**src/hdl/srecord_stream_loader_macros.svh**
```systemverilog
// Assertion macros for the S-record stream loader.
`ifndef SRECORD_STREAM_LOADER_MACROS_SVH
`define SRECORD_STREAM_LOADER_MACROS_SVH

`ifndef SYNTHESIS
// Same-cycle implication, checked on every clock outside reset.
`define SRL_ASSERT_NOW(label, clk, rst, ante, cons) \
   label: assert property (@(posedge clk) disable iff (rst) (ante) |-> (cons)) \
      else $error("srecord loader check failed");
// Next-cycle implication, checked on every clock outside reset.
`define SRL_ASSERT_NEXT(label, clk, rst, ante, cons) \
   label: assert property (@(posedge clk) disable iff (rst) (ante) |=> (cons)) \
      else $error("srecord loader check failed");
`else
`define SRL_ASSERT_NOW(label, clk, rst, ante, cons)
`define SRL_ASSERT_NEXT(label, clk, rst, ante, cons)
`endif

`endif

```
**src/hdl/srl_pkg.sv**
```systemverilog
// Types, codes and decode helpers for the S-record stream loader.
package srl_pkg;

   // Parse phases
   localparam logic [2:0] PH_WAIT  = 3'd0;
   localparam logic [2:0] PH_TYPE  = 3'd1;
   localparam logic [2:0] PH_COUNT = 3'd2;
   localparam logic [2:0] PH_ADDR  = 3'd3;
   localparam logic [2:0] PH_BODY  = 3'd4;

   // Status codes
   localparam logic [2:0] ST_BUSY    = 3'd0;
   localparam logic [2:0] ST_OK      = 3'd1;
   localparam logic [2:0] ST_CSUM    = 3'd2;
   localparam logic [2:0] ST_BADADDR = 3'd3;
   localparam logic [2:0] ST_BADREC  = 3'd4;
   localparam logic [2:0] ST_END     = 3'd5;

   localparam logic [7:0] CHAR_S     = 8'h53;
   localparam logic [7:0] CHAR_ZERO  = 8'h30;
   localparam logic [7:0] CHAR_NINE  = 8'h39;
   localparam logic [7:0] SUM_GOOD   = 8'hFF;
   localparam logic [31:0] TOP_RESET = 32'h00FF_FFFF;

   // Record kinds (the digit after 'S')
   localparam logic [3:0] KIND_HEADER = 4'd0;
   localparam logic [3:0] KIND_DATA16 = 4'd1;
   localparam logic [3:0] KIND_DATA24 = 4'd2;
   localparam logic [3:0] KIND_DATA32 = 4'd3;
   localparam logic [3:0] KIND_RSVD_A = 4'd4;
   localparam logic [3:0] KIND_COUNT  = 4'd5;
   localparam logic [3:0] KIND_RSVD_B = 4'd6;
   localparam logic [3:0] KIND_END32  = 4'd7;
   localparam logic [3:0] KIND_END24  = 4'd8;
   localparam logic [3:0] KIND_END16  = 4'd9;

   // Result item, first member in the highest bits (packed lowest field last)
   typedef struct packed {
      logic        pad;
      logic        stopped;
      logic [31:0] entry_address;
      logic        entry_valid;
      logic [2:0]  status;
      logic        record_done;
      logic [7:0]  write_data;
      logic [31:0] write_address;
      logic        write_valid;
   } rsp_type;

   // Hex digit decode: bit 4 set when the character is a hex digit
   function automatic logic [4:0] hex_decode(input logic [7:0] c);
      logic [4:0] r;
      r = 5'd0;
      if (c >= 8'h30 && c <= 8'h39) begin
         r = {1'b1, c[3:0]};
      end else if ((c >= 8'h41 && c <= 8'h46) || (c >= 8'h61 && c <= 8'h66)) begin
         r = {1'b1, c[3:0] + 4'd9};
      end
      return r;
   endfunction

   // Address length in bytes for a record kind
   function automatic logic [2:0] addr_len(input logic [3:0] kind);
      logic [2:0] r;
      r = 3'd2;
      if (kind == KIND_DATA24 || kind == KIND_END24) begin
         r = 3'd3;
      end else if (kind == KIND_DATA32 || kind == KIND_END32) begin
         r = 3'd4;
      end
      return r;
   endfunction

endpackage

```
**src/hdl/srecord_stream_loader.sv**
```systemverilog
// S-record stream loader: parses S-record text into memory writes.
//
// Usage: characters of S-record text enter one per transaction on the req_
// stream. Every accepted character produces exactly one result transaction
// on the rsp_ stream carrying a memory write (write_valid, address, data),
// record completion with checksum status, the entry address of a
// termination record and a sticky stopped flag.
// The result of a character is presented in the cycle after its
// acceptance, from a result register fed by a single pass of parse logic
// on the registered parser state.
// Throughput is one character per cycle. req_tready stays high while the
// result register is empty or being drained in the same cycle; when the
// receiver stalls, the result is held and input stalls behind it.
// Reset clears the parser to wait for 'S', empties the result register and
// sets top_address to 0x00FFFFFF. top_address is written on the csr_ channel
// (always ready), only while no character is in flight: the user must keep
// to this, the block does not enforce it. After an error or a termination
// record every further character yields stopped = 1 only, until reset.
`include "srecord_stream_loader_macros.svh"

module srecord_stream_loader #(
   parameter int ADDRESS_BITS = 32
) (
   input  logic        clock,
   input  logic        reset,
   // input characters
   input  logic        req_tvalid,
   output logic        req_tready,
   input  logic [7:0]  req_tdata,   // [7:0] character
   // results
   output logic        rsp_tvalid,
   input  logic        rsp_tready,
   // [0] write_valid, [32:1] write_address, [40:33] write_data,
   // [41] record_done, [44:42] status, [45] entry_valid,
   // [77:46] entry_address, [78] stopped, [79] zero
   output logic [79:0] rsp_tdata,
   // configuration
   input  logic        csr_valid,
   output logic        csr_ready,
   input  logic [31:0] csr_data     // top_address
);

   // Parser state
   logic [2:0]              parse_phase_ff, parse_phase_in;
   logic [3:0]              record_kind_ff, record_kind_in;
   logic [7:0]              bytes_left_ff, bytes_left_in;
   logic [2:0]              addr_left_ff, addr_left_in;
   logic [ADDRESS_BITS-1:0] load_address_ff, load_address_in;
   logic [7:0]              byte_sum_ff, byte_sum_in;
   logic [3:0]              upper_nibble_ff, upper_nibble_in;
   logic                    nibble_pending_ff, nibble_pending_in;
   logic                    halted_ff, halted_in;
   logic [31:0]             top_address_ff;

   // Result register
   logic                    rsp_valid_ff;
   srl_pkg::rsp_type        rsp_data_ff, rsp_data_in;

   logic                    req_accept;
   logic [4:0]              hex;
   logic [7:0]              byte_value;
   logic [7:0]              bytes_dec;
   logic [2:0]              addr_dec;
   logic [2:0]              kind_len;
   logic [3:0]              type_digit;
   logic [ADDRESS_BITS-1:0] shifted_address;

   assign req_tready = !rsp_valid_ff || rsp_tready;
   assign req_accept = req_tvalid && req_tready;
   assign csr_ready  = 1'b1;
   assign rsp_tvalid = rsp_valid_ff;
   assign rsp_tdata  = rsp_data_ff;

   assign hex             = srl_pkg::hex_decode(req_tdata);
   assign byte_value      = {upper_nibble_ff, hex[3:0]};
   assign bytes_dec       = bytes_left_ff - 8'd1;
   assign addr_dec        = addr_left_ff - 3'd1;
   assign kind_len        = srl_pkg::addr_len(record_kind_ff);
   assign type_digit      = req_tdata[3:0];
   assign shifted_address = {load_address_ff[ADDRESS_BITS-9:0], byte_value};

   // Parse one character
   always_comb begin
      parse_phase_in    = parse_phase_ff;
      record_kind_in    = record_kind_ff;
      bytes_left_in     = bytes_left_ff;
      addr_left_in      = addr_left_ff;
      load_address_in   = load_address_ff;
      byte_sum_in       = byte_sum_ff;
      upper_nibble_in   = upper_nibble_ff;
      nibble_pending_in = nibble_pending_ff;
      halted_in         = halted_ff;
      rsp_data_in       = '0;
      rsp_data_in.status = srl_pkg::ST_BUSY;

      if (halted_ff) begin
         halted_in = 1'b1;
      end else if (parse_phase_ff == srl_pkg::PH_WAIT) begin
         if (req_tdata == srl_pkg::CHAR_S) begin
            parse_phase_in = srl_pkg::PH_TYPE;
         end
      end else if (parse_phase_ff == srl_pkg::PH_TYPE) begin
         if (req_tdata >= srl_pkg::CHAR_ZERO && req_tdata <= srl_pkg::CHAR_NINE &&
             type_digit != srl_pkg::KIND_RSVD_A && type_digit != srl_pkg::KIND_RSVD_B) begin
            record_kind_in    = type_digit;
            parse_phase_in    = srl_pkg::PH_COUNT;
            nibble_pending_in = 1'b0;
         end else begin
            rsp_data_in.status = srl_pkg::ST_BADREC;
            halted_in          = 1'b1;
         end
      end else if (!hex[4]) begin
         rsp_data_in.status = srl_pkg::ST_BADREC;
         halted_in          = 1'b1;
      end else if (!nibble_pending_ff) begin
         upper_nibble_in   = hex[3:0];
         nibble_pending_in = 1'b1;
      end else begin
         nibble_pending_in = 1'b0;
         unique case (parse_phase_ff)
            srl_pkg::PH_COUNT: begin
               bytes_left_in   = byte_value;
               byte_sum_in     = byte_value;
               load_address_in = '0;
               if (record_kind_ff == srl_pkg::KIND_COUNT) begin
                  addr_left_in   = 3'd0;
                  parse_phase_in = (byte_value == 8'd0) ? srl_pkg::PH_WAIT
                                                        : srl_pkg::PH_BODY;
               end else begin
                  addr_left_in = kind_len;
                  if (byte_value < {5'd0, kind_len} + 8'd1) begin
                     rsp_data_in.status = srl_pkg::ST_BADREC;
                     halted_in          = 1'b1;
                  end else begin
                     parse_phase_in = srl_pkg::PH_ADDR;
                  end
               end
            end
            srl_pkg::PH_ADDR: begin
               load_address_in = shifted_address;
               byte_sum_in     = byte_sum_ff + byte_value;
               bytes_left_in   = bytes_dec;
               addr_left_in    = addr_dec;
               if (addr_dec == 3'd0) begin
                  if (record_kind_ff >= srl_pkg::KIND_END32) begin
                     rsp_data_in.entry_valid   = 1'b1;
                     rsp_data_in.entry_address = 32'(shifted_address);
                     rsp_data_in.status        = srl_pkg::ST_END;
                     halted_in                 = 1'b1;
                  end else begin
                     parse_phase_in = srl_pkg::PH_BODY;
                  end
               end
            end
            srl_pkg::PH_BODY: begin
               if (record_kind_ff == srl_pkg::KIND_COUNT) begin
                  // S5: consume count bytes silently
                  bytes_left_in = bytes_dec;
                  if (bytes_dec == 8'd0) begin
                     parse_phase_in = srl_pkg::PH_WAIT;
                  end
               end else if (bytes_left_ff <= 8'd1) begin
                  // checksum byte
                  byte_sum_in             = byte_sum_ff + byte_value;
                  rsp_data_in.record_done = 1'b1;
                  rsp_data_in.status      = (byte_sum_in == srl_pkg::SUM_GOOD)
                                            ? srl_pkg::ST_OK : srl_pkg::ST_CSUM;
                  bytes_left_in           = 8'd0;
                  parse_phase_in          = srl_pkg::PH_WAIT;
               end else begin
                  byte_sum_in   = byte_sum_ff + byte_value;
                  bytes_left_in = bytes_dec;
                  if (record_kind_ff != srl_pkg::KIND_HEADER) begin
                     if (32'(load_address_ff) > top_address_ff) begin
                        rsp_data_in.status = srl_pkg::ST_BADADDR;
                        halted_in          = 1'b1;
                     end else begin
                        rsp_data_in.write_valid   = 1'b1;
                        rsp_data_in.write_address = 32'(load_address_ff);
                        rsp_data_in.write_data    = byte_value;
                        load_address_in           = load_address_ff + ADDRESS_BITS'(1);
                     end
                  end
               end
            end
            default: begin
               parse_phase_in = parse_phase_ff;
            end
         endcase
      end
      rsp_data_in.stopped = halted_in;
   end

   // Parser state and configuration registers
   always_ff @(posedge clock) begin
      if (reset) begin
         parse_phase_ff    <= srl_pkg::PH_WAIT;
         record_kind_ff    <= '0;
         bytes_left_ff     <= '0;
         addr_left_ff      <= '0;
         load_address_ff   <= '0;
         byte_sum_ff       <= '0;
         upper_nibble_ff   <= '0;
         nibble_pending_ff <= 1'b0;
         halted_ff         <= 1'b0;
         top_address_ff    <= srl_pkg::TOP_RESET;
      end else begin
         if (req_accept) begin
            parse_phase_ff    <= parse_phase_in;
            record_kind_ff    <= record_kind_in;
            bytes_left_ff     <= bytes_left_in;
            addr_left_ff      <= addr_left_in;
            load_address_ff   <= load_address_in;
            byte_sum_ff       <= byte_sum_in;
            upper_nibble_ff   <= upper_nibble_in;
            nibble_pending_ff <= nibble_pending_in;
            halted_ff         <= halted_in;
         end
         if (csr_valid && csr_ready) begin
            top_address_ff <= csr_data;
         end
      end
   end

   // Result register: loads on accept, empties when taken
   always_ff @(posedge clock) begin
      if (reset) begin
         rsp_valid_ff <= 1'b0;
      end else if (req_accept) begin
         rsp_valid_ff <= 1'b1;
      end else if (rsp_tready) begin
         rsp_valid_ff <= 1'b0;
      end
   end

   always_ff @(posedge clock) begin
      if (req_accept) begin
         rsp_data_ff <= rsp_data_in;
      end
   end

   // Checks
   `SRL_ASSERT_NEXT(a_halt_sticky, clock, reset, halted_ff, halted_ff)
   `SRL_ASSERT_NEXT(a_halted_result, clock, reset, req_accept && halted_ff,
      rsp_valid_ff && rsp_data_ff.stopped && !rsp_data_ff.write_valid && !rsp_data_ff.entry_valid)
   `SRL_ASSERT_NOW(a_write_busy, clock, reset, rsp_valid_ff && rsp_data_ff.write_valid,
      rsp_data_ff.status == srl_pkg::ST_BUSY && !rsp_data_ff.record_done && !rsp_data_ff.stopped)
   `SRL_ASSERT_NOW(a_entry_stops, clock, reset, rsp_valid_ff && rsp_data_ff.entry_valid,
      rsp_data_ff.stopped && rsp_data_ff.status == srl_pkg::ST_END)

endmodule

```
**config.mk**
```make
export PLATFORM = sky130hd
export DESIGN_NAME = srecord_stream_loader
export DESIGN_NICKNAME = d
export VERILOG_FILES = /design/src/hdl/srl_pkg.sv /design/src/hdl/srecord_stream_loader.sv
export VERILOG_INCLUDE_DIRS = /design/src /design/src/hdl
export SDC_FILE = /design/constraint.sdc
export NUM_CORES = 1
export LEC_CHECK = 0
export ABC_AREA = 1
export BUFFER_PORTS_ARGS = -buffer_cell sky130_fd_sc_hd__buf_2
export CAP_MARGIN = 20
export CORE_UTILIZATION = 53
export DETAILED_ROUTE_END_ITERATION = 6
export PLACE_DENSITY = 0.77
export SLEW_MARGIN = 10
export SYNTH_ARGS = -nofsm -noshare
export SYNTH_HDL_FRONTEND = slang
export SYNTH_SLANG_ARGS = --single-unit
```
**constraint.sdc**
```tcl
create_clock -name clock -period 3.5 [get_ports clock]
set_clock_uncertainty 0.2 [all_clocks]
set_input_delay 0.7 -clock clock [delete_from_list [all_inputs] [get_ports clock]]
set_output_delay 0.7 -clock clock [all_outputs]
set_load 0.005 [all_outputs]
```
==> After elaboration in Yosys (flattened, before gate mapping) <==
Cells that the tools add are included.
{ "word_totals": {"ff_bits": 176, "input_bits": 45, "wordCells": 178} }
{ "op_classes": {"addsub": 6, "order_cmp": 10, "eq_ne": 25, "n_mux": 71, "bitwise": 10, "n_reduce_logical": 37} }
{ "op_table": {"columns": ["op", "count"], "rows": [
  ["$mux 32", 4],
  ["$mux 41", 3],
  ["$pmux 32 s3", 1],
  ["$mux 45", 2],
  ["$mux 3", 24],
  ["$mux 36", 2],
  ["$pmux 8 s3", 2],
  ["$mux 42", 1],
  ["$add 32x1->32 const B", 1],
  ["$gt 32x32->1", 1],
  ["$mux 8", 3],
  ["$mux 1", 21],
  ["$pmux 3 s3", 2],
  ["$ge 8x7->1 const B", 2],
  ["$le 8x7->1 const B", 2],
  ["$logic_not 8->1", 2],
  ["$ne 5x5->1 const B", 3],
  ["$reduce_and 7->1", 2],
  ["$reduce_or 7->1", 2],
  ["$reduce_and 12->1", 1],
  ["$reduce_and 11->1", 1],
  ["$mux 5", 2],
  ["$not 1->1", 10],
  ["$reduce_and 5->1", 2],
  ["40 further kinds", 63]
]} }

==> Depth between registers and ports, before layout <==
{ "logic_depth": {"ltp_word": 14, "mapped_depth": 24} }

==> Least setup slack after synthesis <==
No wires, ideal clock.
{ "synth_path": {"path_type": "input to register", "from": "input port req_tdata[0]", "to": "register rsp_data_ff (netlist bit rsp_tdata[42]) (data pin)", "setup_time_ns": 0.255, "arrival_ns": 3.250, "required_ns": 3.045, "setup_slack_ns": -0.205, "path_stages": 24, "path_cell_list": "inv_1 ha_1 inv_1 nor2_1 nand3_1 nand2_1 inv_1 nand2_1 nand3_4 nand2_2 inv_1 ha_1 fa_1 nand3_1 nand2_1 nand2_1 nand2_1 a21oi_1 xor2_1 nor2_1 nand3_1 nor3_1 o21ai_0 inv_1"} }
{ "synth_between": {"elab_chain_len": 14, "elab_cells_between_ends": 22} }
{ "synth_lines": {"columns": ["element", "line_no", "source"], "rows": [
  ["start: declaration", "srecord_stream_loader.sv:29", "input logic [7:0] req_tdata,"],
  ["$ge 8x7->1 / $le 8x7->1 (equally long branches)", "srl_pkg.sv:56", "end else if ((c >= 8'h41 && c <= 8'h46) || (c >= 8'h61 && c <= 8'h66)) begin"],
  ["$logic_and 1x1->1", "srl_pkg.sv:56", null],
  ["$logic_or 1x1->1", "srl_pkg.sv:56", null],
  ["$mux 5", "srl_pkg.sv:56", null],
  ["$mux 5 *", "srl_pkg.sv:54", "if (c >= 8'h30 && c <= 8'h39) begin"],
  ["via hex[0]", "srecord_stream_loader.sv:60", "logic [4:0] hex;"],
  ["$add 8x8->8 *", "srecord_stream_loader.sv:164", "byte_sum_in = byte_sum_ff + byte_value;"],
  ["$eq 8x8->1 *", "srecord_stream_loader.sv:166", "rsp_data_in.status = (byte_sum_in == srl_pkg::SUM_GOOD)"],
  ["$mux 2 *", "srecord_stream_loader.sv:167", "? srl_pkg::ST_OK : srl_pkg::ST_CSUM;"],
  ["$mux 3 *", "srecord_stream_loader.sv:162", "end else if (bytes_left_ff <= 8'd1) begin"],
  ["$mux 45 *", "srecord_stream_loader.sv:156", "if (record_kind_ff == srl_pkg::KIND_COUNT) begin"],
  ["$pmux 3 s3 *", "srecord_stream_loader.sv:120", "unique case (parse_phase_ff)"],
  ["$mux 45 *", "srecord_stream_loader.sv:115", "end else if (!nibble_pending_ff) begin"],
  ["$mux 3 *", "srecord_stream_loader.sv:112", "end else if (!hex[4]) begin"],
  ["$mux 3 *", "srecord_stream_loader.sv:102", "end else if (parse_phase_ff == srl_pkg::PH_TYPE) begin"],
  ["end signal: assignment", "srecord_stream_loader.sv:238", "rsp_data_ff <= rsp_data_in;"],
  ["end: declaration", "srecord_stream_loader.sv:57", "srl_pkg::rsp_type rsp_data_ff, rsp_data_in;"]
]} }
Mark *: on every way through the listed nets, which the timed path passes. The rest lies on a longest branch.
A chain may end at the register's enable or synchronous reset.

==> Final worst setup path <==
Same ends and word-level chain as after synthesis.

==> impl_metrics.yaml <==
clock_network:
  clk_path_buf_depth: 2
  cts_hold_buffers: 0
  h-tree-depth: 4
  cts_tree: "done"
  root_buffer: "clkbuf_16"
  cts_sinks: 176
  clkLatencyLatePin_ps: 430
  clkTransAtPathRegs_ps: 70
  cts_made_buffers: 17
floorplan:
  rows: 48
  fp.dieW_um: 135
  core_area_mm2: 0.0174
  die_height_um: 135
  start_util_pct: 54.4
  io_pins: 128
  die_area_mm2: 0.0183
place:
  pre_cts_ws_ps: -288
  dp.final_hpwl_um: 18000
  placedCellCount: 1528
  port_buffers: 125
  gp_congestion: 0.950
global_route:
  grt_usage_pct: 27.4
  grt_max_degree: 80
  antenna_found_initial: 0
  use_met1_pct: 40.7
  gr-usage-met3_pct: 5.42
  top_usage_layer: "met1"
  grt_pass1_wl_um: 39000
  grt_util_met2_pct: 39.5
  grt.overflow.total: 0
  first_global_vias: 7731
timing:
  max_freq_mhz: 299
  tightest_slew_ps: 719
  relSlewSlack_pct: 52.1
  setup_viol: 0
  hold_slack_ps: 265
  finalCritPeriodShare_pct: 95.5
  setup_tns_ps: 0
  timing_max_transition_violations_final: 0
  grt_setup_unrepaired: "yes"
  setup_slack_ps: 156
  min_period_ps: 3340
  finalHoldViolCount: 0
synth:
  ys_types: 51
  syn-instance-count: 1177
  yosys-top-cells-area: "edfxtp_1 (25%), dfxtp_1 (21%), nor2_1 (7.2%)"
  synthFlopType: "dfxtp_1"
  ys_ff_latch: 176
  yosys.area.top_type: "edfxtp_1"
  synth_common_cells: "nor2_1 (182), nand2_1 (172), inv_1 (142)"
  avgSynthCellArea_um2: 8.02
  yosys_warnings: 0
  async_reset_ff_share_pct: 0
  syn_nets: 1275
  yosysTopAreaCellShare_pct: 25.1
  synth_area_mm2: 0.00944
  synth-edff-count: 79
  ys_seq_area_share_pct: 45.7
  synth_most_common_cell: "nor2_1"
route:
  first_pass_iters: 6
  ant_nets: 0
  totalWireLength_um: 24400
  drt_iter0_markers: 1046
  drc: 0
  viasPerCell: 5.49
  vias: 8599
  avgRoutedWirePerCell_um: 15.6
critical_path:
  cp_max_fo: 4
  crit_top_cell: "nand2_1"
  start_kind: "primary input"
  r2r_start: "load_address_ff[23]$_SDFFE_PP0P_"
  critPathMaxStageDelay_ps: 360
  cp-end-kind: "register"
  crit_start: "req_tdata[0]"
  path_class: "in2reg"
  crit_required_ps: 3490
  path_cells: "buf_4 -> clkinvlp_4 -> ha_4 -> nor2_2 -> o21ai_2 -> nand2_2 -> buf_4 -> nand3_4 -> nand2_4 -> inv_1 -> ha_4 -> fa_2 -> nand3_2 -> nand2_1 -> nand2_1 -> nand2_1 -> a21oi_2 -> xor2_1 -> nor2_1 -> nand3_1 -> nor3_1 -> o21ai_1 -> inv_1"
  cp_slowest_cell: "fa_2"
  crit_arrival_ps: 3330
cells_and_area:
  drive_above_1_share_pct: 20.4
  area_delta_synth_final_pct: 18.8
  fin_nets: 1426
  stdcell_count: 1566
  diodes: 0
run_status:
  status: "completed"
power:
  ir_worst_vdd_mv: 0.345
  p_leak_nw: 4.72
  powerDensity_mw_per_mm2: 393
hold_path:
  hp-start: "top_address_ff[29]$_SDFFE_PP0P_"
  hold_path_class: "reg2reg"
job:
  cap_violations: 0
## stage by stage
stage / area [µm²] / util, % / power, W
6_report: 11200 / 64.6 / 0.00440
5_1_grt: 11200 / 64.6 / 0.00456
4_1_cts: 11100 / 63.9 / 0.00441
3_5_place_dp: 10500 / 60.7 / 0.00262
3_3_place_gp: 10500 / 60.7 / 0.00260
2_1_floorplan: 9500 / - / 0.00247
## layer usage
metal | up-vias | wire, µm
li1 | 4229 | -
met1 | 3911 | 11300
met2 | 412 | 10500
met3 | 47 | 2170
met4 | 0 | 534
met5 | - | 0
## worst max-delay path: cells and delay by family
kind	cells	cell delay [ps]
compound gates	3	340
buf+inv	5	470
fa+ha+maj	3	700
simple gates	11	900
xor+xnor	1	200
## logic make-up (layout without fill, tap and decap cells)
family | Yosys count | in the layout | synth area share (%)
AND/OR/NAND/NOR | 474 | 474 | 22.1
adder cells (fa/ha/maj) | 53 | 53 | 7.10
XOR/XNOR | 24 | 24 | 2.23
other | 2 | 2 | 0.0796
AO/OA/AOI/OAI | 257 | 257 | 14.6
buffers and inverters | 191 | 355 | 8.26
flip-flops | 176 | 176 | 45.7
## power by group
part,internal (W),switching (W)
combinational,0.000135,0.000209
sequential,0.00222,0.0000216
clock,0.000944,0.000879
## cell type report
| cell class | count | area, µm² |
|---|---|---|
| Clock buffer | 17 | 425 |
| Clock inverter | 15 | 140 |
| Fill cell | 1454 | 6140 |
| Inverter | 149 | 568 |
| Multi-Input combinational cell | 810 | 4480 |
| Sequential cell | 176 | 4310 |
| Tap cell | 225 | 282 |
| Timing Repair Buffer | 174 | 1010 |
## cell usage in the layout, fill, tap and decap left out, drive strengths merged, types with 22 or more instances in the layout
cell    instances
a21oi         101
nor3           22
nand2         184
edfxtp         79
inv           156
ha             52
o21ai         117
buf           174
dfxtp          97
nor2          190
nand3          42
## worst paths after layout
check / slack, ps / to / depth (start not counted)
setup / recovery: 160 / rsp_tdata[42]$_SDFFCE_PP0P_ / 23
hold / removal: 260 / top_address_ff[29]$_SDFFE_PP0P_ / 2
hold reg to reg: 260 / top_address_ff[29]$_SDFFE_PP0P_ / 2
setup reg to reg: 430 / load_address_ff[30]$_SDFFE_PP0P_ / 13
## registers in the layout (all words and copies together), names as in the netlist
| register | count |
|---|---|
| rsp_tdata | 79 |
| parse_phase_ff | 3 |
| load_address_ff | 32 |
| halted_ff | 1 |
| rsp_tvalid | 1 |
| nibble_pending_ff | 1 |
| record_kind_ff | 4 |
| byte_sum_ff | 8 |
| addr_left_ff | 3 |
| bytes_left_ff | 8 |
| upper_nibble_ff | 4 |
| top_address_ff | 32 |
## what timing repair did
item                       4_1_cts  5_1_grt
setup buffers                    0        6
setup endpoints to repair        0        2
gates resized for setup          0       18
(Power assumes the default switching activity.)
